<file path="src/table_code_bit_packer_defines.svh">
// Assertion macros used by the table code bit packer back end
`ifndef TABLE_CODE_BIT_PACKER_DEFINES_SVH
`define TABLE_CODE_BIT_PACKER_DEFINES_SVH

// Check a condition at every clock edge outside reset
`define TCBP_ASSERT_ALWAYS(label, clk, rst_n, cond, msg) \
    label: assert property (@(posedge clk) disable iff (!rst_n) (cond)) else $error(msg);

// Check that a trigger is followed in the next cycle by a consequence
`define TCBP_ASSERT_NEXT(label, clk, rst_n, trig, cons, msg) \
    label: assert property (@(posedge clk) disable iff (!rst_n) (trig) |=> (cons)) \
        else $error(msg);

`endif

</file>
<file path="src/tcbp_pkg.sv">
// Types and constants of the table code bit packer
package tcbp_pkg;

    localparam int SYMBOL_COUNT  = 256;
    localparam int IDX_W         = 8;
    localparam int CODE_W        = 32;
    localparam int MAX_CODE_BITS = 32;
    localparam int LEN_W         = 6;
    localparam int CNT_W         = 6;
    localparam int ACC_W         = 40;
    localparam int CAP_W         = 16;
    localparam int TOTAL_W       = 20;
    localparam int QUEUE_DEPTH   = 4;

    localparam logic [1:0] CMD_LOAD_PAT = 2'd0;
    localparam logic [1:0] CMD_LOAD_LEN = 2'd1;
    localparam logic [1:0] CMD_ENCODE   = 2'd2;
    localparam logic [1:0] CMD_FINISH   = 2'd3;

    localparam logic [1:0] ST_OK        = 2'd0;
    localparam logic [1:0] ST_TOO_LONG  = 2'd1;
    localparam logic [1:0] ST_CAPACITY  = 2'd2;
    localparam logic [1:0] ST_AFTER_ERR = 2'd3;

    localparam logic [1:0] KIND_CODE = 2'd0;
    localparam logic [1:0] KIND_ERR  = 2'd1;
    localparam logic [1:0] KIND_FIN  = 2'd2;

    localparam logic [IDX_W-1:0] SYM_XOR     = 8'h80;
    localparam logic [7:0]       HEADER_BYTE = 8'h01;
    localparam logic [LEN_W-1:0] LEN_SAT     = 6'd63;
    localparam logic [CAP_W-1:0] CAP_RESET   = 16'hFFFF;

    typedef struct packed {
        logic [1:0]         kind;
        logic [CODE_W-1:0]  pattern;
        logic [LEN_W-1:0]   len;
        logic [1:0]         status;
        logic [TOTAL_W-1:0] total;
    } t_entry;

endpackage

</file>
<file path="src/tcbp_queue.sv">
// Short queue of classified work between front and back ends
module tcbp_queue import tcbp_pkg::*; #(
    parameter int P_DEPTH = QUEUE_DEPTH
) (
    input  logic   i_clk,
    input  logic   i_rst_n,
    input  logic   i_push_valid,
    output logic   o_push_ready,
    input  t_entry i_push_entry,
    output logic   o_pop_valid,
    input  logic   i_pop_ready,
    output t_entry o_pop_entry
);

    localparam int AW = $clog2(P_DEPTH);
    localparam int CW = $clog2(P_DEPTH + 1);

    t_entry        r_mem [P_DEPTH];
    logic [AW-1:0] r_wr;
    logic [AW-1:0] r_rd;
    logic [CW-1:0] r_count;
    logic          push;
    logic          pop;

    assign o_push_ready = r_count != CW'(P_DEPTH);
    assign o_pop_valid  = r_count != '0;
    assign o_pop_entry  = r_mem[r_rd];
    assign push         = i_push_valid && o_push_ready;
    assign pop          = o_pop_valid && i_pop_ready;

    always_ff @(posedge i_clk) begin
        if (push) begin
            r_mem[r_wr] <= i_push_entry;
        end
    end

    always_ff @(posedge i_clk) begin
        if (!i_rst_n) begin
            r_wr    <= '0;
            r_rd    <= '0;
            r_count <= '0;
        end else begin
            if (push) begin
                r_wr <= (r_wr == AW'(P_DEPTH - 1)) ? '0 : r_wr + AW'(1);
            end
            if (pop) begin
                r_rd <= (r_rd == AW'(P_DEPTH - 1)) ? '0 : r_rd + AW'(1);
            end
            if (push && !pop) begin
                r_count <= r_count + CW'(1);
            end else if (pop && !push) begin
                r_count <= r_count - CW'(1);
            end
        end
    end

endmodule

</file>
<file path="config.mk">
export PLATFORM = sky130hd
export DESIGN_NAME = tcbp_queue
export DESIGN_NICKNAME = d
export VERILOG_FILES = /design/src/table_code_bit_packer_defines.svh /design/src/tcbp_pkg.sv /design/src/tcbp_queue.sv
export SDC_FILE = /design/constraint.sdc
export NUM_CORES = 1
export LEC_CHECK = 0
export ABC_CLOCK_PERIOD_IN_PS = 2850
export BUFFER_PORTS_ARGS = -buffer_cell sky130_fd_sc_hd__buf_4
export CORE_UTILIZATION = 57
export CTS_CLUSTER_DIAMETER = 80
export DETAILED_ROUTE_END_ITERATION = 10
export PLACE_DENSITY_LB_ADDON = 0.12
export SYNTH_ARGS = -nofsm -noshare
export SYNTH_HDL_FRONTEND = slang
export SYNTH_SLANG_ARGS = --single-unit
</file>
<file path="constraint.sdc">
create_clock -name i_clk -period 2.85 [get_ports i_clk]
set_input_delay 0.57 -clock i_clk [delete_from_list [all_inputs] [get_ports i_clk]]
set_output_delay 0.57 -clock i_clk [all_outputs]
set_load 0.05 [all_outputs]
</file>
== Word-level counts from Yosys, hierarchy flattened ==
Memory sizes are Yosys's and may differ from the RTL's. A register that Yosys moved wholly into a read port is not among the register bits.
Cells that the tools add are included.

* Input port bits: 66
* Latch bits: 0
* Register bits after elaboration: 7
* Memories: 1
* Logic and storage cells: 27
* Bits in writable memories: 248
* ROM bits: 0

* Muxes and demuxes: 8
* Shifts and indexed selects: 0
* Add/subtract/negate cells: 4
* Magnitude comparators: 0
* Bitwise gates (word level): 0
* Div/mod/pow operators: 0
* Multiply operators: 0
* Reduce and logical (&&, ||, !) cells: 8
* Equal/unequal tests: 3

{| class="wikitable"
|+ Memories
! memory !! words !! width !! rd ports !! clocked after memory_dff !! wr ports !! RTL line !! RTL
|-
| r_mem || 4 || 62 || 1 || 1 || 1 || tcbp_queue.sv:18 || <nowiki>t_entry r_mem [P_DEPTH];</nowiki>
|}

{| class="wikitable"
|+ Operators with widths
! operator !! count
|-
| 2-bit two-way mux || 4
|-
| 3-bit two-way mux || 2
|-
| 2-bit by 1-bit adder with 2-bit output (second input constant) || 2
|-
| 2-bit equality test (second input constant) || 2
|-
| 1-bit logical AND || 4
|-
| 3-bit by 1-bit adder with 3-bit output (second input constant) || 1
|-
| 3-bit inequality test (second input constant) || 1
|-
| 3-bit nonzero test || 1
|-
| 3-bit by 1-bit subtractor with 3-bit output (second input constant) || 1
|-
| 1-bit logical NOT || 2
|-
| 1-bit two-way mux || 2
|-
| 2-bit nonzero test || 1
|}

== Depth between registers and ports, before layout ==
* Word-level depth: 6
* Mapped depth: 9
* Gate-level depth less buffers: 8

== Least setup slack after synthesis ==
No wires, ideal clock.

* Path type: reg2reg
* From: reg r_count[0]
* To: reg r_count[2]
* Path buffers: 1
* Cell stages (with the launch flop): 10
* Clock period less this slack: 2,231 ps
* Data arrival time: 2,155 ps
* Setup slack: 619 ps
* Library setup time: 76 ps
* Cell sequence: dfxtp_1 > or3b_1 > buf_6 > and2_4 > ha_1 > inv_1 > fa_1 > xor2_1 > or3_2 > a21boi_0

* Longest elaborated chain between the ends: 5
* Elaborated cells on any way between the ends: 13
* Those cells by class: add/sub: 2; eq/ne: 1; mux: 2; reduce/logical: 8

{| class="wikitable"
|+ Ends and longest elaborated chain
! item !! RTL line !! RTL
|-
| start, declared || tcbp_queue.sv:21 || <nowiki>logic [CW-1:0] r_count;</nowiki>
|-
| start signal, assigned || tcbp_queue.sv:50 || <nowiki>r_count <= r_count + CW'(1);</nowiki>
|-
| start signal, assigned || tcbp_queue.sv:52 || <nowiki>r_count <= r_count - CW'(1);</nowiki>
|-
| 3-bit inequality test * || tcbp_queue.sv:25 || <nowiki>assign o_push_ready = r_count != CW'(P_DEPTH);</nowiki>
|-
| net o_push_ready || tcbp_queue.sv:8 || <nowiki>output logic o_push_ready,</nowiki>
|-
| 1-bit logical AND * || tcbp_queue.sv:28 || <nowiki>assign push = i_push_valid && o_push_ready;</nowiki>
|-
| net push || tcbp_queue.sv:22 || <nowiki>logic push;</nowiki>
|-
| 1-bit logical NOT || tcbp_queue.sv:51 || <nowiki>end else if (pop && !push) begin</nowiki>
|-
| 1-bit logical AND || tcbp_queue.sv:51 ||
|-
| 2-bit nonzero test (no source line) || -- ||
|}

Mark *: on every way through the listed nets, which the timed path passes. The rest lies on a longest branch. The select of a mux whose other input is x is not followed.
A chain may end at the register's enable or synchronous reset.

==> flow_summary.yaml <==
drt:
  ant_nets: 0
  wl_per_cell_um: 21.54
  vias: 4313
  viasPerCell: 5.682
  drt-pass1-iter-count: 4
  drc: 0
  drt-initial-drc-count: 226
  drt_wl_total_mm: 16.35
worst_setup_path:
  worstPathRequired_ps: 2280
  path_max_fanout: 22
  critPathLaunchType: "flip-flop"
  path_class: "flip-flop to output port"
  arrival_ps: 2090
  setup.worst_path.end_class: "output port"
place:
  gp_congestion: 0.6812
  io_buffer_count: 129
  placed_area_um2: 10720
  dp_hpwl_mm: 9.817
sta:
  fin_tns_setup_ps: 0
  hold_viol_final: 0
  grt_setup_unrepaired: "no"
  final_max_slew_viol_count: 0
  period_share_pct: 93.20
  min_period_ps: 2656
  worst_pin_slew_ps: 609.9
  fin_skew_ps: 8.654
  slew_headroom_pct: 58.99
  clock.fmax_mhz: 376.5
  setup_viol: 0
synth:
  ys.warnings.count: 0
  seq_area_frac_synth_pct: 81.03
  syn_inst: 375
  avgSynthCellArea_um2: 25.10
  syn_nets: 448
  synth-seq-cells: 257
  netlist_area_um2: 9413
  synthDistinctLibCells: 27
cts:
  cts_resized: 0
  cts_tree: "done"
  clk_path_buf_depth: 3
  cts-root-buf: "clkbuf_16"
  htreeDepth: 1
  numCtsBuffers: 26
  clock-sinks: 257
  clk_latency_ps: 510
  cts.clk_slew.worst_paths_ps: 60
  post_cts_buffers: 0
  hold_buffers: 0
cells_and_area:
  fin_util_pct: 72.38
  nets: 597
  layout_common_cells: "edfxtp_1, buf_4, mux4_2"
  final_common_cell: "edfxtp_1"
  stdcell_area_um2: 11580
  drive_gt1_share_pct: 45.30
  area_delta_synth_final_pct: 23.04
  fillers: 971
  diodes: 0
grt:
  grt_start_max_net_pins: 41
  met1_usage_pct: 26.53
  grt_util_all_layers_pct: 19.85
  grtUsageMet3_pct: 4.560
  overflow: 0
  grt_antenna_before_repair: 0
  grt_first_pass_wirelength_mm: 24.50
  met2_usage_pct: 33.21
  grt_pass1_vias: 4493
  grt-busiest-layer: "met2"
job:
  drv_cap: 0
status:
  status: "finished, final reports clean"
floorplanning:
  die_h_um: 130.5
  rows: 46
  initial_core_util_pct: 58.83
  dieArea_um2: 17030
  die_w_um: 130.5
  coreArea_um2: 16000
  io_pins: 130
power:
  p_per_area_nw_per_um2: 1003
  irDropWorstVdd_mv: 0.8771
  power.leakage_nw: 3.923
min_path:
  hp-class: "input port to flip-flop"
[worst max-delay path: stages, from the launching register on]
cell and delay, ps:
dfxtp_4 350, buf_4 390, mux4_2 620, buf_4 220
[per-layer routing]
metal	vias to the layer above	part of all wire, %
met5	-	0
met4	0	1.4
met3	21	6.4
met2	140	51
met1	2253	41
li1	1899	-
[stage by stage]
step	setup WS, ps	total power, mW	hold WS (ps)	cells
6_report	193.8	11.62	256.1	759
5_1_grt	85.91	12.05	231.0	759
4_1_cts	150.6	11.74	235.4	759
3_5_place_dp	350.2	8.358	493.1	712
3_3_place_gp	557.0	8.297	482.5	712
2_1_floorplan	619.2	7.332	467.7	375
[sequential cells by signal, indices dropped and copies added, names as in the netlist, named ones only]
register / flops
r_count: 3
r_mem: 248
r_rd: 2
r_wr: 2
[cell type report]
cell class / count / area (µm²) / share of cell area, %
well taps: 216 / 270.3 / 2.334
multi-input cells: 99 / 1697 / 14.65
flip-flops and latches: 257 / 7635 / 65.92
clock buffers: 29 / 683.2 / 5.899
repair buffers: 137 / 1104 / 9.529
inverters: 3 / 11.26 / 0.09723
clock inverters: 18 / 181.4 / 1.567
[cells in the mapped netlist]
cell type / count / share of area [%]
inv_1: 3 / 0.12
ha_1: 6 / 0.80
buf_4: 6 / 0.48
buf_6: 1 / 0.12
nand2_1: 5 / 0.20
or3b_1: 1 / 0.093
o21ai_1: 1 / 0.053
xor2_1: 1 / 0.093
nand4_1: 1 / 0.067
or3_2: 2 / 0.16
buf_2: 2 / 0.11
dfxtp_1: 9 / 1.9
mux2i_1: 2 / 0.21
o31ai_1: 1 / 0.080
a21boi_0: 1 / 0.080
nand3_1: 2 / 0.11
o21ai_0: 3 / 0.16
mux4_2: 62 / 15
fa_1: 1 / 0.21
nor2_1: 2 / 0.080
and2_1: 1 / 0.067
xnor2_1: 1 / 0.093
clkbuf_1: 7 / 0.28
and3_2: 4 / 0.32
nor2b_1: 1 / 0.067
and2_4: 1 / 0.093
edfxtp_1: 248 / 79
[cells by family (layout without fill, tap and decap cells)]
family	after synthesis	after routing	share of synthesized area [%]
xor gates and xnor gates	2	2	0.1861
muxes	64	64	15.05
adders and majority gates	7	7	1.010
and+or+nand+nor	20	20	1.250
buffers and inverters	19	187	1.103
AOI/OAI and AO/OA	6	6	0.3722
DFF	257	257	81.03
[worst paths after layout]
check	from	endpoint	slack [ps]	cells past startpoint
setup / recovery	flip-flop	o_pop_entry[25]	190	3
hold / removal	i_push_entry[24]	r_mem[2][24]$_DFFE_PP_	260	1
setup reg to reg	r_count[0]$_SDFFE_PN0P_	r_count[2]$_SDFFE_PN0P_	340	7
hold reg to reg	r_wr[1]$_SDFFE_PN0P_	r_wr[1]$_SDFFE_PN0P_	500	2
[power by group]
| group | switching (mW) | total (mW) | internal [mW] |
|---|---|---|---|
| registers | 0.138 | 4.72 | 4.58 |
| logic | 2.25 | 3.52 | 1.26 |
| clock network | 1.31 | 3.38 | 2.07 |
No activity file was read; power rests on OpenSTA's default activity.
